File: src/sv/grte_pkg.sv
// ---------------------------------------------------------------------------
// grte_pkg: shared types and constants
// Widths, event codes and register indexes for the pad report event block.
// ---------------------------------------------------------------------------
package grte_pkg;

   localparam int NUM_KEYS   = 16;
   localparam int NUM_AXES   = 6;
   localparam int KEY_W      = 4;
   localparam int AXIS_W     = 3;
   localparam int CNT_W      = 8;
   localparam int RAW_W      = 8;
   localparam int DZ_W       = 7;
   localparam int VAL_W      = 16;
   localparam int Q_W        = 15;
   localparam int NUM_W      = RAW_W + Q_W;
   localparam int DIV_CNT_W  = 4;
   localparam int CSR_IDX_W  = 2;
   localparam int CSR_DATA_W = 16;

   localparam logic [15:0]        KEY_BITS        = 16'((32'd1 << NUM_KEYS) - 32'd1);
   localparam logic [KEY_W-1:0]   LAST_KEY        = KEY_W'(NUM_KEYS - 1);
   localparam logic [AXIS_W-1:0]  LAST_AXIS       = AXIS_W'(NUM_AXES - 1);
   localparam logic [CNT_W-1:0]   INIT_CONN_COUNT = 8'hFF;
   localparam logic [RAW_W-1:0]   FULL_SCALE      = 8'hFF;
   localparam logic signed [VAL_W-1:0] Q_ONE      = 16'sd32767;

   // axis numbering on the event index
   localparam logic [AXIS_W-1:0] AX_LT = 3'd0;
   localparam logic [AXIS_W-1:0] AX_RT = 3'd1;
   localparam logic [AXIS_W-1:0] AX_LX = 3'd2;
   localparam logic [AXIS_W-1:0] AX_LY = 3'd3;
   localparam logic [AXIS_W-1:0] AX_RX = 3'd4;
   localparam logic [AXIS_W-1:0] AX_RY = 3'd5;

   typedef enum logic [1:0] {
      EV_PRESS   = 2'd0,
      EV_RELEASE = 2'd1,
      EV_AXIS    = 2'd2
   } kind_type;

   typedef enum logic [CSR_IDX_W-1:0] {
      CSR_DZ_LEFT  = 2'd0,
      CSR_DZ_RIGHT = 2'd1,
      CSR_KEY_MASK = 2'd2
   } csr_idx_type;

   typedef struct packed {
      kind_type                 kind;
      logic [KEY_W-1:0]         index;
      logic signed [VAL_W-1:0]  value;
   } evt_type;

   typedef struct packed {
      logic push;
      logic finish;
   } out_ctl_type;

endpackage

File: src/sv/grte_req_if.sv
// ---------------------------------------------------------------------------
// grte_req_if: input channel
// Valid/ready channel carrying one pad report or reset request per beat.
// ---------------------------------------------------------------------------
interface grte_req_if import grte_pkg::*; ();
   logic             valid;
   logic             ready;
   logic             req_type;
   logic             read_ok;
   logic             connected;
   logic [CNT_W-1:0] connected_count;
   logic [15:0]      button_bits;
   logic [RAW_W-1:0] trigger_left;
   logic [RAW_W-1:0] trigger_right;
   logic [RAW_W-1:0] left_x;
   logic [RAW_W-1:0] left_y;
   logic [RAW_W-1:0] right_x;
   logic [RAW_W-1:0] right_y;

   modport source (
      output valid, req_type, read_ok, connected, connected_count, button_bits,
             trigger_left, trigger_right, left_x, left_y, right_x, right_y,
      input  ready
   );

   modport sink (
      input  valid, req_type, read_ok, connected, connected_count, button_bits,
             trigger_left, trigger_right, left_x, left_y, right_x, right_y,
      output ready
   );
endinterface

File: src/sv/grte_rsp_if.sv
// ---------------------------------------------------------------------------
// grte_rsp_if: result channel
// Valid/ready channel carrying one key or axis event per beat.
// ---------------------------------------------------------------------------
interface grte_rsp_if import grte_pkg::*; ();
   logic                    valid;
   logic                    ready;
   logic [1:0]              event_kind;
   logic [KEY_W-1:0]        event_index;
   logic signed [VAL_W-1:0] event_value;
   logic                    last_event;

   modport source (
      output valid, event_kind, event_index, event_value, last_event,
      input  ready
   );

   modport sink (
      input  valid, event_kind, event_index, event_value, last_event,
      output ready
   );
endinterface

File: src/sv/gamepad_report_to_events_core.sv
// ---------------------------------------------------------------------------
// gamepad_report_to_events_core: pad report to key and axis events
// Flow: a reset request only arms a flush and gives no events. A report runs the
// pending flush first if one is armed, then the connection check, the key edges
// and one divide per axis; a flush item walks keys, then axes. Output stalls hold those steps.
// Throughput: one item at a time; a divide per axis on the shared divider sets it.
// Reset: synchronous, clears the control state; connection count reads as 255.
// ---------------------------------------------------------------------------
module gamepad_report_to_events_core import grte_pkg::*; (
   input  logic                  clock,
   input  logic                  reset,
   grte_req_if.sink              req_bus,
   grte_rsp_if.source            rsp_bus,
   input  logic                  csr_wr_en,
   input  logic [CSR_IDX_W-1:0]  csr_index,
   input  logic [CSR_DATA_W-1:0] csr_wdata
);

   typedef enum logic [8:0] {
      S_IDLE       = 9'b000000001,
      S_FLUSH_KEYS = 9'b000000010,
      S_FLUSH_AXES = 9'b000000100,
      S_CHECK      = 9'b000001000,
      S_EDGE_KEYS  = 9'b000010000,
      S_AXIS_START = 9'b000100000,
      S_AXIS_WAIT  = 9'b001000000,
      S_AXIS_EMIT  = 9'b010000000,
      S_FINISH     = 9'b100000000
   } state_type;

   state_type state_ff, state_in;

   // configuration
   logic [DZ_W-1:0]  dz_left_ff, dz_right_ff;
   logic [15:0]      key_mask_ff;

   // block state
   logic [KEY_W-1:0]        idx_ff, idx_in;
   logic [15:0]             held_ff, held_in;
   logic [15:0]             prev_btn_ff, prev_btn_in;
   logic [CNT_W-1:0]        prev_cnt_ff, prev_cnt_in;
   logic                    rst_pend_ff, rst_pend_in;
   logic                    clr_pend_ff, clr_pend_in;
   logic                    pre_ff, pre_in;
   logic                    neg_ff, neg_in;
   logic signed [VAL_W-1:0] axis_ff [NUM_AXES];
   logic signed [VAL_W-1:0] axis_in [NUM_AXES];

   // latched report
   logic             ok_ff, conn_ff;
   logic [CNT_W-1:0] cnt_ff;
   logic [15:0]      btn_ff;
   logic [RAW_W-1:0] tl_ff, tr_ff, lx_ff, ly_ff, rx_ff, ry_ff;

   logic             accept;
   logic [AXIS_W-1:0] ax;
   logic [15:0]      mask, cur, prv, chg;
   logic [CNT_W-1:0] count_w;

   // divider operands
   logic [RAW_W-1:0]        raw_sel, dz_sel, d_w, x_w, r_w;
   logic signed [RAW_W+1:0] a_w, dd_w;
   logic                    neg_w;
   logic [NUM_W-1:0]        numer_w;
   logic signed [VAL_W-1:0] val_w;

   logic                    div_start, div_busy, div_done;
   logic [Q_W-1:0]          div_q;

   out_ctl_type             octl;
   evt_type                 evt;
   logic                    out_ready;

   assign req_bus.ready = (state_ff == S_IDLE);
   assign accept        = req_bus.valid && req_bus.ready;
   assign ax            = idx_ff[AXIS_W-1:0];

   assign mask    = key_mask_ff & KEY_BITS;
   assign cur     = btn_ff & mask;
   assign prv     = prev_btn_ff & mask;
   assign chg     = cur ^ prv;
   assign count_w = ok_ff ? cnt_ff : '0;

   // axis operand selection; stick Y is inverted first
   always_comb begin
      case (ax)
         AX_LT:   raw_sel = tl_ff;
         AX_RT:   raw_sel = tr_ff;
         AX_LX:   raw_sel = lx_ff;
         AX_LY:   raw_sel = ~ly_ff;
         AX_RX:   raw_sel = rx_ff;
         AX_RY:   raw_sel = ~ry_ff;
         default: raw_sel = '0;
      endcase
      dz_sel = (ax inside {AX_LX, AX_LY}) ? {1'b0, dz_left_ff} : {1'b0, dz_right_ff};
      d_w    = {dz_sel[DZ_W-1:0], 1'b0};
      a_w    = $signed({1'b0, raw_sel, 1'b0}) - $signed(10'sd255);
      dd_w   = $signed({2'b00, d_w});
      if (ax inside {AX_LT, AX_RT}) begin
         x_w   = raw_sel;
         r_w   = FULL_SCALE;
         neg_w = 1'b0;
      end else begin
         r_w = FULL_SCALE - d_w;
         if (a_w > dd_w) begin
            x_w   = RAW_W'(a_w - dd_w);
            neg_w = 1'b0;
         end else if (a_w < -dd_w) begin
            x_w   = RAW_W'(-a_w - dd_w);
            neg_w = 1'b1;
         end else begin
            x_w   = '0;
            neg_w = 1'b0;
         end
      end
      // x * 32767
      numer_w = {x_w, {Q_W{1'b0}}} - NUM_W'(x_w);
   end

   assign val_w = neg_ff ? -$signed({1'b0, div_q}) : $signed({1'b0, div_q});

   always_comb begin
      state_in    = state_ff;
      idx_in      = idx_ff;
      held_in     = held_ff;
      prev_btn_in = prev_btn_ff;
      prev_cnt_in = prev_cnt_ff;
      rst_pend_in = rst_pend_ff;
      clr_pend_in = clr_pend_ff;
      pre_in      = pre_ff;
      neg_in      = neg_ff;
      axis_in     = axis_ff;
      octl        = '0;
      evt         = '{kind: EV_AXIS, index: '0, value: '0};
      div_start   = 1'b0;
      case (state_ff)
         S_IDLE: begin
            if (accept) begin
               idx_in = '0;
               if (req_bus.req_type) begin
                  rst_pend_in = 1'b1;
               end else if (rst_pend_ff) begin
                  pre_in   = 1'b1;
                  state_in = S_FLUSH_KEYS;
               end else if (clr_pend_ff) begin
                  held_in     = '0;
                  prev_btn_in = '0;
                  clr_pend_in = 1'b0;
                  for (int i = 0; i < NUM_AXES; i++) axis_in[i] = '0;
                  state_in = S_CHECK;
               end else begin
                  state_in = S_CHECK;
               end
            end
         end
         S_FLUSH_KEYS: begin
            if (out_ready) begin
               if (held_ff[idx_ff]) begin
                  octl.push = 1'b1;
                  evt       = '{kind: EV_RELEASE, index: idx_ff, value: '0};
               end
               if (idx_ff == LAST_KEY) begin
                  idx_in   = '0;
                  state_in = S_FLUSH_AXES;
               end else begin
                  idx_in = idx_ff + 1'b1;
               end
            end
         end
         S_FLUSH_AXES: begin
            if (out_ready) begin
               if (axis_ff[ax] != '0) begin
                  octl.push = 1'b1;
                  evt       = '{kind: EV_AXIS, index: idx_ff, value: '0};
               end
               if (ax == LAST_AXIS) begin
                  held_in     = '0;
                  rst_pend_in = 1'b0;
                  for (int i = 0; i < NUM_AXES; i++) axis_in[i] = '0;
                  if (pre_ff) begin
                     // pending flush is followed at once by the clear
                     prev_btn_in = '0;
                     clr_pend_in = 1'b0;
                     pre_in      = 1'b0;
                     state_in    = S_CHECK;
                  end else begin
                     clr_pend_in = 1'b1;
                     state_in    = S_FINISH;
                  end
               end else begin
                  idx_in = idx_ff + 1'b1;
               end
            end
         end
         S_CHECK: begin
            idx_in = '0;
            if (count_w != prev_cnt_ff) begin
               prev_cnt_in = count_w;
               state_in    = S_FLUSH_KEYS;
            end else if (ok_ff && conn_ff) begin
               state_in = S_EDGE_KEYS;
            end else begin
               state_in = S_FLUSH_KEYS;
            end
         end
         S_EDGE_KEYS: begin
            if (out_ready) begin
               if (chg[idx_ff]) begin
                  octl.push = 1'b1;
                  if (cur[idx_ff]) begin
                     held_in[idx_ff] = 1'b1;
                     evt = '{kind: EV_PRESS, index: idx_ff, value: Q_ONE};
                  end else begin
                     held_in[idx_ff] = 1'b0;
                     evt = '{kind: EV_RELEASE, index: idx_ff, value: '0};
                  end
               end
               if (idx_ff == LAST_KEY) begin
                  idx_in      = '0;
                  prev_btn_in = btn_ff;
                  state_in    = S_AXIS_START;
               end else begin
                  idx_in = idx_ff + 1'b1;
               end
            end
         end
         S_AXIS_START: begin
            div_start = 1'b1;
            neg_in    = neg_w;
            state_in  = S_AXIS_WAIT;
         end
         S_AXIS_WAIT: begin
            if (div_done) state_in = S_AXIS_EMIT;
         end
         S_AXIS_EMIT: begin
            if (out_ready) begin
               if (val_w != '0 || axis_ff[ax] != '0) begin
                  octl.push = 1'b1;
                  evt       = '{kind: EV_AXIS, index: idx_ff, value: val_w};
               end
               axis_in[ax] = val_w;
               if (ax == LAST_AXIS) begin
                  state_in = S_FINISH;
               end else begin
                  idx_in   = idx_ff + 1'b1;
                  state_in = S_AXIS_START;
               end
            end
         end
         S_FINISH: begin
            octl.finish = 1'b1;
            if (out_ready) state_in = S_IDLE;
         end
         default: state_in = S_IDLE;
      endcase
   end

   always_ff @(posedge clock) begin
      if (reset) begin
         state_ff    <= S_IDLE;
         idx_ff      <= '0;
         held_ff     <= '0;
         prev_btn_ff <= '0;
         prev_cnt_ff <= INIT_CONN_COUNT;
         rst_pend_ff <= 1'b0;
         clr_pend_ff <= 1'b0;
         pre_ff      <= 1'b0;
         for (int i = 0; i < NUM_AXES; i++) axis_ff[i] <= '0;
      end else begin
         state_ff    <= state_in;
         idx_ff      <= idx_in;
         held_ff     <= held_in;
         prev_btn_ff <= prev_btn_in;
         prev_cnt_ff <= prev_cnt_in;
         rst_pend_ff <= rst_pend_in;
         clr_pend_ff <= clr_pend_in;
         pre_ff      <= pre_in;
         axis_ff     <= axis_in;
      end
      neg_ff <= neg_in;
      if (accept) begin
         ok_ff   <= req_bus.read_ok;
         conn_ff <= req_bus.connected;
         cnt_ff  <= req_bus.connected_count;
         btn_ff  <= req_bus.button_bits;
         tl_ff   <= req_bus.trigger_left;
         tr_ff   <= req_bus.trigger_right;
         lx_ff   <= req_bus.left_x;
         ly_ff   <= req_bus.left_y;
         rx_ff   <= req_bus.right_x;
         ry_ff   <= req_bus.right_y;
      end
   end

   // configuration writes
   always_ff @(posedge clock) begin
      if (reset) begin
         dz_left_ff  <= '0;
         dz_right_ff <= '0;
         key_mask_ff <= 16'hFFFF;
      end else if (csr_wr_en) begin
         case (csr_index)
            CSR_DZ_LEFT:  dz_left_ff  <= csr_wdata[DZ_W-1:0];
            CSR_DZ_RIGHT: dz_right_ff <= csr_wdata[DZ_W-1:0];
            CSR_KEY_MASK: key_mask_ff <= csr_wdata[15:0];
            default: ;
         endcase
      end
   end

   grte_div u_div (
      .clock   (clock),
      .reset   (reset),
      .start   (div_start),
      .numer   (numer_w),
      .divisor (r_w),
      .busy    (div_busy),
      .done    (div_done),
      .quot    (div_q)
   );

   grte_out u_out (
      .clock   (clock),
      .reset   (reset),
      .ctl     (octl),
      .evt     (evt),
      .ready   (out_ready),
      .rsp_bus (rsp_bus)
   );

   a_check_clean: assert property (@(posedge clock) disable iff (reset)
      (state_ff == S_CHECK) |-> (!rst_pend_ff && !clr_pend_ff))
      else $error("pending flag still set at connection check");

   a_div_runs: assert property (@(posedge clock) disable iff (reset)
      (state_ff == S_AXIS_START) |=> div_busy)
      else $error("divider did not start for axis");

endmodule

File: src/sv/grte_div.sv
// ---------------------------------------------------------------------------
// grte_div: shared restoring divider
// One quotient bit per cycle; the quotient is known to fit in Q_W bits.
// ---------------------------------------------------------------------------
module grte_div import grte_pkg::*; (
   input  logic             clock,
   input  logic             reset,
   input  logic             start,
   input  logic [NUM_W-1:0] numer,
   input  logic [RAW_W-1:0] divisor,
   output logic             busy,
   output logic             done,
   output logic [Q_W-1:0]   quot
);

   logic                 busy_ff, busy_in;
   logic                 done_ff, done_in;
   logic [DIV_CNT_W-1:0] cnt_ff, cnt_in;
   logic [RAW_W-1:0]     rem_ff, rem_in;
   logic [RAW_W-1:0]     dvs_ff, dvs_in;
   logic [Q_W-1:0]       num_ff, num_in;
   logic [Q_W-1:0]       q_ff, q_in;
   logic [RAW_W:0]       trial;
   logic [RAW_W:0]       diff;
   logic                 ge;

   assign trial = {rem_ff, num_ff[Q_W-1]};
   assign diff  = trial - {1'b0, dvs_ff};
   assign ge    = (trial >= {1'b0, dvs_ff});

   always_comb begin
      busy_in = busy_ff;
      done_in = 1'b0;
      cnt_in  = cnt_ff;
      rem_in  = rem_ff;
      dvs_in  = dvs_ff;
      num_in  = num_ff;
      q_in    = q_ff;
      if (start) begin
         // upper part is below the divisor, so no overflow bit is lost
         busy_in = 1'b1;
         cnt_in  = DIV_CNT_W'(Q_W - 1);
         rem_in  = numer[NUM_W-1:Q_W];
         num_in  = numer[Q_W-1:0];
         dvs_in  = divisor;
         q_in    = '0;
      end else if (busy_ff) begin
         rem_in = ge ? diff[RAW_W-1:0] : trial[RAW_W-1:0];
         q_in   = {q_ff[Q_W-2:0], ge};
         num_in = {num_ff[Q_W-2:0], 1'b0};
         cnt_in = cnt_ff - 1'b1;
         if (cnt_ff == '0) begin
            busy_in = 1'b0;
            done_in = 1'b1;
         end
      end
   end

   always_ff @(posedge clock) begin
      if (reset) begin
         busy_ff <= 1'b0;
         done_ff <= 1'b0;
         cnt_ff  <= '0;
      end else begin
         busy_ff <= busy_in;
         done_ff <= done_in;
         cnt_ff  <= cnt_in;
      end
      rem_ff <= rem_in;
      dvs_ff <= dvs_in;
      num_ff <= num_in;
      q_ff   <= q_in;
   end

   assign busy = busy_ff;
   assign done = done_ff;
   assign quot = q_ff;

   a_start_idle: assert property (@(posedge clock) disable iff (reset)
      start |-> !busy_ff)
      else $error("divider restarted while busy");

endmodule

File: src/sv/grte_out.sv
// ---------------------------------------------------------------------------
// grte_out: event output stage
// Holds one event back so the final event of an item can be flagged, and
// drives the result channel from a register.
// ---------------------------------------------------------------------------
module grte_out import grte_pkg::*; (
   input  logic        clock,
   input  logic        reset,
   input  out_ctl_type ctl,
   input  evt_type     evt,
   output logic        ready,
   grte_rsp_if.source  rsp_bus
);

   logic    pend_valid_ff, pend_valid_in;
   evt_type pend_ff, pend_in;
   logic    out_valid_ff, out_valid_in;
   evt_type out_ff, out_in;
   logic    out_last_ff, out_last_in;
   logic    out_free;

   assign out_free = !out_valid_ff || rsp_bus.ready;
   assign ready    = !pend_valid_ff || out_free;

   always_comb begin
      pend_valid_in = pend_valid_ff;
      pend_in       = pend_ff;
      out_valid_in  = out_valid_ff && !rsp_bus.ready;
      out_in        = out_ff;
      out_last_in   = out_last_ff;
      if (ctl.push && ready) begin
         if (pend_valid_ff) begin
            out_valid_in = 1'b1;
            out_in       = pend_ff;
            out_last_in  = 1'b0;
         end
         pend_valid_in = 1'b1;
         pend_in       = evt;
      end else if (ctl.finish && ready && pend_valid_ff) begin
         out_valid_in  = 1'b1;
         out_in        = pend_ff;
         out_last_in   = 1'b1;
         pend_valid_in = 1'b0;
      end
   end

   always_ff @(posedge clock) begin
      if (reset) begin
         pend_valid_ff <= 1'b0;
         out_valid_ff  <= 1'b0;
      end else begin
         pend_valid_ff <= pend_valid_in;
         out_valid_ff  <= out_valid_in;
      end
      pend_ff     <= pend_in;
      out_ff      <= out_in;
      out_last_ff <= out_last_in;
   end

   assign rsp_bus.valid       = out_valid_ff;
   assign rsp_bus.event_kind  = out_ff.kind;
   assign rsp_bus.event_index = out_ff.index;
   assign rsp_bus.event_value = out_ff.value;
   assign rsp_bus.last_event  = out_last_ff;

   a_push_ready: assert property (@(posedge clock) disable iff (reset)
      ctl.push |-> ready)
      else $error("event pushed while output stage full");

   a_finish_drains: assert property (@(posedge clock) disable iff (reset)
      (ctl.finish && ready) |=> !pend_valid_ff)
      else $error("held event left behind at end of item");

endmodule

File: src/flat_wrapper.sv
// flat-port wrapper written by rule: the top's interface ports become plain ports
module gamepad_report_to_events_core_flat import grte_pkg::*;
  (clock, reset, csr_wr_en, csr_index, csr_wdata, req_bus_valid, req_bus_req_type, req_bus_read_ok, req_bus_connected, req_bus_connected_count, req_bus_button_bits, req_bus_trigger_left, req_bus_trigger_right, req_bus_left_x, req_bus_left_y, req_bus_right_x, req_bus_right_y, req_bus_ready, rsp_bus_valid, rsp_bus_event_kind, rsp_bus_event_index, rsp_bus_event_value, rsp_bus_last_event, rsp_bus_ready);
  grte_req_if req_bus_i ();
  grte_rsp_if rsp_bus_i ();
  input  logic clock;
  input  logic reset;
  input  logic csr_wr_en;
  input  logic [CSR_IDX_W-1:0] csr_index;
  input  logic [CSR_DATA_W-1:0] csr_wdata;
  input wire logic [$bits(req_bus_i.valid)-1:0] req_bus_valid;
  input wire logic [$bits(req_bus_i.req_type)-1:0] req_bus_req_type;
  input wire logic [$bits(req_bus_i.read_ok)-1:0] req_bus_read_ok;
  input wire logic [$bits(req_bus_i.connected)-1:0] req_bus_connected;
  input wire logic [$bits(req_bus_i.connected_count)-1:0] req_bus_connected_count;
  input wire logic [$bits(req_bus_i.button_bits)-1:0] req_bus_button_bits;
  input wire logic [$bits(req_bus_i.trigger_left)-1:0] req_bus_trigger_left;
  input wire logic [$bits(req_bus_i.trigger_right)-1:0] req_bus_trigger_right;
  input wire logic [$bits(req_bus_i.left_x)-1:0] req_bus_left_x;
  input wire logic [$bits(req_bus_i.left_y)-1:0] req_bus_left_y;
  input wire logic [$bits(req_bus_i.right_x)-1:0] req_bus_right_x;
  input wire logic [$bits(req_bus_i.right_y)-1:0] req_bus_right_y;
  output wire logic [$bits(req_bus_i.ready)-1:0] req_bus_ready;
  output wire logic [$bits(rsp_bus_i.valid)-1:0] rsp_bus_valid;
  output wire logic [$bits(rsp_bus_i.event_kind)-1:0] rsp_bus_event_kind;
  output wire logic [$bits(rsp_bus_i.event_index)-1:0] rsp_bus_event_index;
  output wire logic [$bits(rsp_bus_i.event_value)-1:0] rsp_bus_event_value;
  output wire logic [$bits(rsp_bus_i.last_event)-1:0] rsp_bus_last_event;
  input wire logic [$bits(rsp_bus_i.ready)-1:0] rsp_bus_ready;
  assign req_bus_i.valid = req_bus_valid;
  assign req_bus_i.req_type = req_bus_req_type;
  assign req_bus_i.read_ok = req_bus_read_ok;
  assign req_bus_i.connected = req_bus_connected;
  assign req_bus_i.connected_count = req_bus_connected_count;
  assign req_bus_i.button_bits = req_bus_button_bits;
  assign req_bus_i.trigger_left = req_bus_trigger_left;
  assign req_bus_i.trigger_right = req_bus_trigger_right;
  assign req_bus_i.left_x = req_bus_left_x;
  assign req_bus_i.left_y = req_bus_left_y;
  assign req_bus_i.right_x = req_bus_right_x;
  assign req_bus_i.right_y = req_bus_right_y;
  assign req_bus_ready = req_bus_i.ready;
  assign rsp_bus_valid = rsp_bus_i.valid;
  assign rsp_bus_event_kind = rsp_bus_i.event_kind;
  assign rsp_bus_event_index = rsp_bus_i.event_index;
  assign rsp_bus_event_value = rsp_bus_i.event_value;
  assign rsp_bus_last_event = rsp_bus_i.last_event;
  assign rsp_bus_i.ready = rsp_bus_ready;
  gamepad_report_to_events_core u_core (.clock(clock), .reset(reset), .req_bus(req_bus_i), .rsp_bus(rsp_bus_i), .csr_wr_en(csr_wr_en), .csr_index(csr_index), .csr_wdata(csr_wdata));
endmodule
File: config.mk
export PLATFORM = sky130hd
export DESIGN_NAME = gamepad_report_to_events_core_flat
export DESIGN_NICKNAME = d
export VERILOG_FILES = /design/src/sv/grte_pkg.sv /design/src/sv/grte_req_if.sv /design/src/sv/grte_rsp_if.sv /design/src/sv/gamepad_report_to_events_core.sv /design/src/sv/grte_div.sv /design/src/sv/grte_out.sv /design/src/flat_wrapper.sv
export SDC_FILE = /design/constraint.sdc
export NUM_CORES = 1
export LEC_CHECK = 0
export BUFFER_PORTS_ARGS = -buffer_cell sky130_fd_sc_hd__clkbuf_2
export CORE_MARGIN = 5
export CORE_UTILIZATION = 30
export CTS_BUF_LIST = sky130_fd_sc_hd__clkbuf_8
export CTS_CLUSTER_SIZE = 40
export DETAILED_ROUTE_END_ITERATION = 8
export PLACE_DENSITY = 0.59
export RECOVER_POWER = 100
export SLEW_MARGIN = 10
export SYNTH_ARGS = -nofsm -noshare
export SYNTH_HDL_FRONTEND = slang
export SYNTH_SLANG_ARGS = --single-unit
File: constraint.sdc
create_clock -name clock -period 5.25 [get_ports clock]
set_input_delay 0.525 -clock clock [delete_from_list [all_inputs] [get_ports clock]]
set_output_delay 0.525 -clock clock [all_outputs]
set_load 0.05 [all_outputs]
# Yosys cells after proc, flatten, opt, wreduce, memory -nomap -nowiden
# Cells that the tools add are included.
dict set report op_classes {
  n_eq_ne 39
  magnitude_cmp 7
  addsub 11
  n_bitwise 10
  n_mul 0
  n_shift 0
  div_mod_pow 0
  n_mux 128
  n_reduce_logical 45
}
# op count
set op_table {}
lappend op_table {{2-to-1 mux 96 bit} 7}
lappend op_table {{2-to-1 mux 16 bit} 18}
lappend op_table {{one-hot mux 96 bit (3 select lines)} 1}
lappend op_table {{2-to-1 mux 22 bit} 9}
lappend op_table {{2-to-1 mux 9 bit} 14}
lappend op_table {{bitwise mux 96 bit} 1}
lappend op_table {{one-hot mux 16 bit (3 select lines)} 2}
lappend op_table {{one-hot mux 22 bit (4 select lines)} 1}
lappend op_table {{one-hot mux 9 bit (9 select lines)} 1}
lappend op_table {{2-to-1 mux 8 bit} 7}
lappend op_table {{AND 16 bit} 3}
lappend op_table {{binary-select mux 16 bit (select 3 bit)} 1}
lappend op_table {{demux 16 bit (select 3 bit)} 1}
lappend op_table {{one-hot mux 8 bit (6 select lines)} 1}
lappend op_table {{2-to-1 mux 1 bit} 40}
lappend op_table {{2-to-1 mux 20 bit} 2}
lappend op_table {{2-to-1 mux 4 bit} 8}
lappend op_table {{nonzero test 16 bit} 2}
lappend op_table {{2-to-1 mux 15 bit} 2}
lappend op_table {{inequality test 2 bit, second input constant} 14}
lappend op_table {{subtractor 8 bit} 3}
lappend op_table {{subtractor 23 x 8 -> 23 bit} 1}
lappend op_table {{2-to-1 mux 21 bit} 1}
lappend op_table {{negation 15 -> 16 bit} 1}
lappend op_table {{other kinds (61)} 99}
dict set report word_totals {
  elab_cells 285
  latch_bits 0
  memories 0
  reg_bits 356
  mem_bits_ro 0
  input_bits 98
  ramBits 0
}

# Logic depth before layout (Yosys ltp)
dict set report logic_depth {
  word_depth 12
  depth_mapped 24
  mapped_depth_nobuf 22
}

# By module
# From an unflattened synthesis, not the netlist that was laid out.
dict set report unflattened {
  cells_unflattened 1720
  area_unflattened_um2 17284.1
}
# mod seq_area_each_um2 instances area_each_um2 cells_each
set modules_own_cells {}
lappend modules_own_cells {gamepad_report_to_events_core 5895.7 1 13306.5 1441}
lappend modules_own_cells {grte_div 1351.3 1 2514.9 222}
lappend modules_own_cells {grte_out 1391.3 1 1462.7 57}

# Least setup slack after synthesis
# Ideal clock, no wire load.
dict set report synth_path {
  path_type {register to register}
  from {register u_core.idx_ff[0]}
  to {register u_core.u_div.num_ff[10], data pin}
  setup_time_ns 0.254
  arrival_ns 5.516
  path_stages_with_launch 25
  slack_ns -0.521
  period_less_slack_ns 5.771
  path_cell_list {dfxtp_1 > clkbuf_1 > clkbuf_1 > clkinv_1 > ha_1 > nor2b_1 > nor2_1 > mux2i_1 > and3_1 > nand2_1 > nor2_1 > nand2_1 > xnor2_1 > ha_1 > a211oi_1 > o22a_1 > a21o_1 > a22o_1 > mux2i_1 > a21oi_1 > ha_1 > o2111a_1 > nand4_1 > or2_2 > o21a_1}
}
dict set report synth_via {
  elab_chain_len 10
  word_cells_on_any_way 22
}
# element line
set synth_lines {}
lappend synth_lines {{from (decl)} gamepad_report_to_events_core.sv:38} ;# logic [KEY_W-1:0] idx_ff, idx_in;
lappend synth_lines {{from (signal assigned)} gamepad_report_to_events_core.sv:271} ;# idx_ff <= idx_in;
lappend synth_lines {{== test 3 bit (tied with other cells)} gamepad_report_to_events_core.sv:86} ;# case (ax)
lappend synth_lines {{one-hot mux 8 bit (6 select lines) or nonzero test 2 bit (tied branches)} {gamepad_report_to_events_core.sv:86, gamepad_report_to_events_core.sv:95}}
lappend synth_lines {{subtractor 9 x 8 -> 10 bit or 2-to-1 mux 7 bit (tied branches)} {gamepad_report_to_events_core.sv:97, gamepad_report_to_events_core.sv:95}}
lappend synth_lines {{negation 8 bit or negation 8 -> 10 bit (tied branches)} {gamepad_report_to_events_core.sv:109, gamepad_report_to_events_core.sv:108}}
lappend synth_lines {{subtractor 8 bit or < comparator 10 bit (tied branches)} {gamepad_report_to_events_core.sv:109, gamepad_report_to_events_core.sv:108}}
lappend synth_lines {{2-to-1 mux 8 bit} gamepad_report_to_events_core.sv:108} ;# end else if (a_w < -dd_w) begin
lappend synth_lines {{2-to-1 mux 8 bit} gamepad_report_to_events_core.sv:105} ;# if (a_w > dd_w) begin
lappend synth_lines {{2-to-1 mux 8 bit (*)} gamepad_report_to_events_core.sv:99} ;# if (ax inside {AX_LT, AX_RT}) begin
lappend synth_lines {{subtractor 23 x 8 -> 23 bit (*)} gamepad_report_to_events_core.sv:117} ;# numer_w = {x_w, {Q_W{1'b0}}} - NUM_W'(x_w);
lappend synth_lines {{2-to-1 mux 15 bit (*)} grte_div.sv:39} ;# if (start) begin
lappend synth_lines {{via u_core.u_div.num_in[10]} grte_div.sv:21} ;# logic [Q_W-1:0] num_ff, num_in;
lappend synth_lines {{to (signal assigned)} grte_div.sv:71} ;# num_ff <= num_in;
lappend synth_lines {{to (decl)} grte_div.sv:21}
# Mark *: on every way through the listed nets, which the timed path passes. The rest lies on a longest branch.
# A chain may end at the register's enable or synchronous reset.

# Worst setup path in the final report
dict set report layout_path {
  from {register u_core.idx_ff[0]}
  to {register u_core.u_div.rem_ff[1], data pin}
}
dict set report layout_via {
  elab_chain_len 10
  word_cells_on_any_way 22
}
# element line
set layout_lines {}
lappend layout_lines {{== test 3 bit (tied with other cells)} gamepad_report_to_events_core.sv:86}
lappend layout_lines {{one-hot mux 8 bit (6 select lines) or nonzero test 2 bit (tied branches)} {gamepad_report_to_events_core.sv:86, gamepad_report_to_events_core.sv:95}}
lappend layout_lines {{subtractor 9 x 8 -> 10 bit or 2-to-1 mux 7 bit (tied branches)} {gamepad_report_to_events_core.sv:97, gamepad_report_to_events_core.sv:95}}
lappend layout_lines {{negation 8 bit or negation 8 -> 10 bit (tied branches)} {gamepad_report_to_events_core.sv:109, gamepad_report_to_events_core.sv:108}}
lappend layout_lines {{subtractor 8 bit or < comparator 10 bit (tied branches)} {gamepad_report_to_events_core.sv:109, gamepad_report_to_events_core.sv:108}}
lappend layout_lines {{2-to-1 mux 8 bit} gamepad_report_to_events_core.sv:108}
lappend layout_lines {{2-to-1 mux 8 bit} gamepad_report_to_events_core.sv:105}
lappend layout_lines {{2-to-1 mux 8 bit (*)} gamepad_report_to_events_core.sv:99}
lappend layout_lines {{subtractor 23 x 8 -> 23 bit (*)} gamepad_report_to_events_core.sv:117}
lappend layout_lines {{2-to-1 mux 8 bit (*)} grte_div.sv:39}
lappend layout_lines {{via u_core.u_div.rem_in[1]} grte_div.sv:19} ;# logic [RAW_W-1:0] rem_ff, rem_in;
lappend layout_lines {{to (signal assigned)} grte_div.sv:69} ;# rem_ff <= rem_in;
lappend layout_lines {{to (decl)} grte_div.sv:19}
# Marked as above.

==> reports/qor.log <==
[cts] Post-CTS Hold Buffers 0
[logic_synthesis] total number of yosys warnings 0
[pwr] power density cells 387.0 nW/µm²
[min_path] source of the worst hold timing path req_bus_left_y[3]
[logic_synthesis] Post-synth EDFFs 150
[logic_synthesis] most used flip-flop cell after synthesis dfxtp_1
[global_routing] global-route wire length before repair 73.86 mm
[sta] post-route clock skew 0.03534 ns
[logic_synthesis] gate count after technology mapping 1661
[pwr] Leak Pwr 7.086 nW
[global_routing] overall global routing resource usage 0.1512
[route] Post-route DRC 0
[final_layout] area added between synthesis and finish 16.77%
[final_layout] share of cells above drive strength 1 0.1388
[cts] number of sinks driven by the clock tree 355
[sta] Least-Margin Pin Slew 1.230 ns
[sta] total setup violations reported at the end of the flow 0
[pwr] peak supply drop 0.2285 mV
[global_routing] GRT overflow 0
[die] core outline area 54770 µm²
[global_routing] largest net degree at the start of global routing 99
[logic_synthesis] Avg Inst Size Synth 9.924 µm²
[worst_setup_path] required time of the critical path 5.75 ns
[logic_synthesis] synthesized area 16480 µm²
[final_layout] area used by multi-input combinational logic 7422 µm²
[cts] number of H-tree branching levels 2
[cts] clock insertion delay at the later pin of the skew report 0.65 ns
[logic_synthesis] asr flop ratio synth 0
[final_layout] final design area excluding fillers 19250 µm²
[placement] placed wire-length estimate 32.60 mm
[route] average wire length per cell after detail routing 18.25 µm
[route] via count 13.44k
[cts] TritonCTS clock tree done
[final_layout] fill count 5481
[worst_setup_path] kind of end point of the critical path flip-flop
[worst_setup_path] timing startpoint of the critical path u_core.idx_ff[0]
[die] initial core utilization 0.3010
[die] num rows 86
[placement] Final GP Congestion 0.9055
[cts] TritonCTS buffer count 58
[die] total I/O pin count 123
[worst_setup_path] startpoint of the worst-slack reg-to-reg timing path u_core.idx_ff[0]
[final_layout] final layout net count 1948
[placement] total cell area at the placement stage 18080 µm²
[sta] tightest slew margin relative to the limit 0.1745
[route] TritonRoute pass-1 iters 8
[sta] Fin. Hold Viols 0
[final_layout] FF/Latch Area 8610 µm²
[global_routing] number of global-route vias before repair 13.27k
[die] y dimension of the die 244.4 µm
[sta] worst setup margin 0.3623 ns
[global_routing] initial antenna violation count 1
[logic_synthesis] Unique masters post-synth 77
[die] floorplan die width 244.4 µm
[worst_setup_path] peak fanout along the critical path 7
[die] Die Area 59740 µm²
[placement] Post-Place Setup Slack 0.02385 ns
[min_path] path class of the lowest-slack min-delay path in -> reg
[worst_setup_path] Critical Path AT 5.39 ns
[worst_setup_path] Critical Setup Path Class reg -> reg
[placement] port bufs 122
[logic_synthesis] post-synthesis register bit count 355
[route] via density per instance 5.257
[worst_setup_path] startpoint type of the worst setup path flip-flop
[final_layout] most used cells in the layout excluding fill and tap cells 208 x nor2_1, 204 x dfxtp_1, 150 x edfxtp_1
[sta] Final Max Tran Viols 0
[cts] Clock Tree Buf Depth 3
[logic_synthesis] nets in the synthesized netlist 1807
[route] Post-Route WL 46.65 mm
[cts] clock slew at the register clock pins of the worst setup and hold paths 0.06 ns
[route] 1st-iter DRT viols 1099
[sta] minimum clock period 4.888 ns
[worst_setup_path] worst reg-to-reg setup slack 0.36 ns
[job] number of violations of the max-capacitance limit 0
[status] run status finished, final reports clean
[logic_synthesis] Seq/Total Area, Yosys 0.5222
[cts] Root Buffer clkbuf_8
[final_layout] commonest non-fill, non-tap cell in the layout nor2_1
[sta] max frequency 204.6 MHz
[route] DRT antenna net count 0
[sta] Final Cycle Share 0.9310
cell type report:
cell class	instances	area share
sequential	355	0.4473
multi-input combinational	1163	0.3856
timing repair buffer	181	0.05213
tap	704	0.04576
clock buffer	62	0.04433
clock inverter	48	0.01632
inverter	43	0.008450
antenna	1	0.0001300
what timing repair did:
| item | in CTS | in global routing |
|---|---|---|
| resized for setup | 0 | 5 |
| setup endpoints to repair | 0 | 18 |
| buffers inserted | 0 | 3 |
metal layers:
metal  vias up  wire [µm]  share of wire  track usage
met5         -          0              0            0
met4         0        807          0.017      0.03779
met3        58       2342          0.050      0.02656
met2       395      21650           0.46       0.2431
met1      6556      21860           0.47       0.2126
li1       6434          -              -            -
registers in the layout, indices dropped and copies added, names as in the netlist, 7 cells and up:
name	cells
u_core.axis_ff	96
u_core.btn_ff	16
u_core.cnt_ff	8
u_core.dz_left_ff	7
u_core.dz_right_ff	7
u_core.held_ff	16
u_core.key_mask_ff	16
u_core.lx_ff	8
u_core.ly_ff	8
u_core.prev_btn_ff	16
u_core.prev_cnt_ff	8
u_core.rx_ff	8
u_core.ry_ff	8
u_core.state_ff	9
u_core.tl_ff	8
u_core.tr_ff	8
u_core.u_div.dvs_ff	7
u_core.u_div.num_ff	15
u_core.u_div.quot	15
u_core.u_div.rem_ff	8
u_core.u_out.pend_ff	22
u_core.u_out.rsp_bus.event_value	16
power breakdown:
group	leakage [nW]	switching, mW	internal, mW	total, mW
Sequential	3.03	0.129	3.13	3.26
Combinational	3.43	1.20	0.542	1.75
Clock	0.627	1.15	1.29	2.44
stage by stage:
stage	instances	power, mW	hold WS, ns	utilization	setup TNS, ns
after floorplan	1661	4.467	0.4003	-	0
after global placement	2442	4.977	0.4054	0.3301	0
after detailed placement	2442	5.018	0.4093	0.3301	0
after CTS	2552	7.485	0.005132	0.3514	0
after global routing	2557	7.821	0.01360	0.3514	-0.03312
final	2557	7.448	0.05479	0.3514	0
critical path, stage by stage (launching register included):
cell and delay [ns]:
dfxtp_2 0.35, ha_1 0.22, ha_1 0.24, nor2_4 0.27, mux2i_2 0.28, and3_1 0.24
nand2_1 0.10, nor2_1 0.16, nand2_1 0.12, xnor2_1 0.15, ha_1 0.30, a211oi_1 0.27
o22a_1 0.20, a21o_1 0.22, and2_1 0.18, a31o_2 0.25, ha_2 0.24, o2111a_1 0.21
nand4_1 0.22, buf_4 0.22, a21o_1 0.17, a31oi_1 0.14
synthesized netlist by cell type (18+ instances only):
cell type | instances | area [µm²]
clkbuf_1 | 91 | 341.6
mux2i_1 | 39 | 390.4
a211oi_1 | 20 | 150.1
dfxtp_1 | 205 | 4104
xor2_1 | 25 | 219.0
o21ai_0 | 72 | 360.4
nand3_1 | 51 | 255.2
a21o_1 | 18 | 135.1
nand2_1 | 133 | 499.2
a21oi_1 | 95 | 475.5
nor4_1 | 29 | 181.4
edfxtp_1 | 150 | 4504
ha_1 | 45 | 563.0
nor3_1 | 18 | 90.09
nor2_1 | 210 | 788.3
inv_1 | 41 | 153.9
nand2b_1 | 18 | 112.6
a22oi_1 | 104 | 780.8
xnor2_1 | 33 | 289.0
kinds of logic (layout without fill, tap and decap cells):
group	after synthesis	after routing	share of synthesized area
buf+inv	143	334	0.03355
compound gates	446	446	0.1837
flops	355	355	0.5222
mux	43	43	0.02641
simple gates	568	568	0.1655
fa+ha+maj	48	48	0.03780
xor+xnor	58	58	0.03082
other cells	0	1	0
worst paths after layout:
check,to,cells past startpoint
setup / recovery,u_core.u_div.rem_ff[1],21
hold / removal,u_core.ly_ff[3],1
setup reg to reg,u_core.u_div.rem_ff[1],21
hold reg to reg,u_core.u_out.rsp_bus.event_index[1],0
No activity file was read; power rests on OpenSTA's default activity.
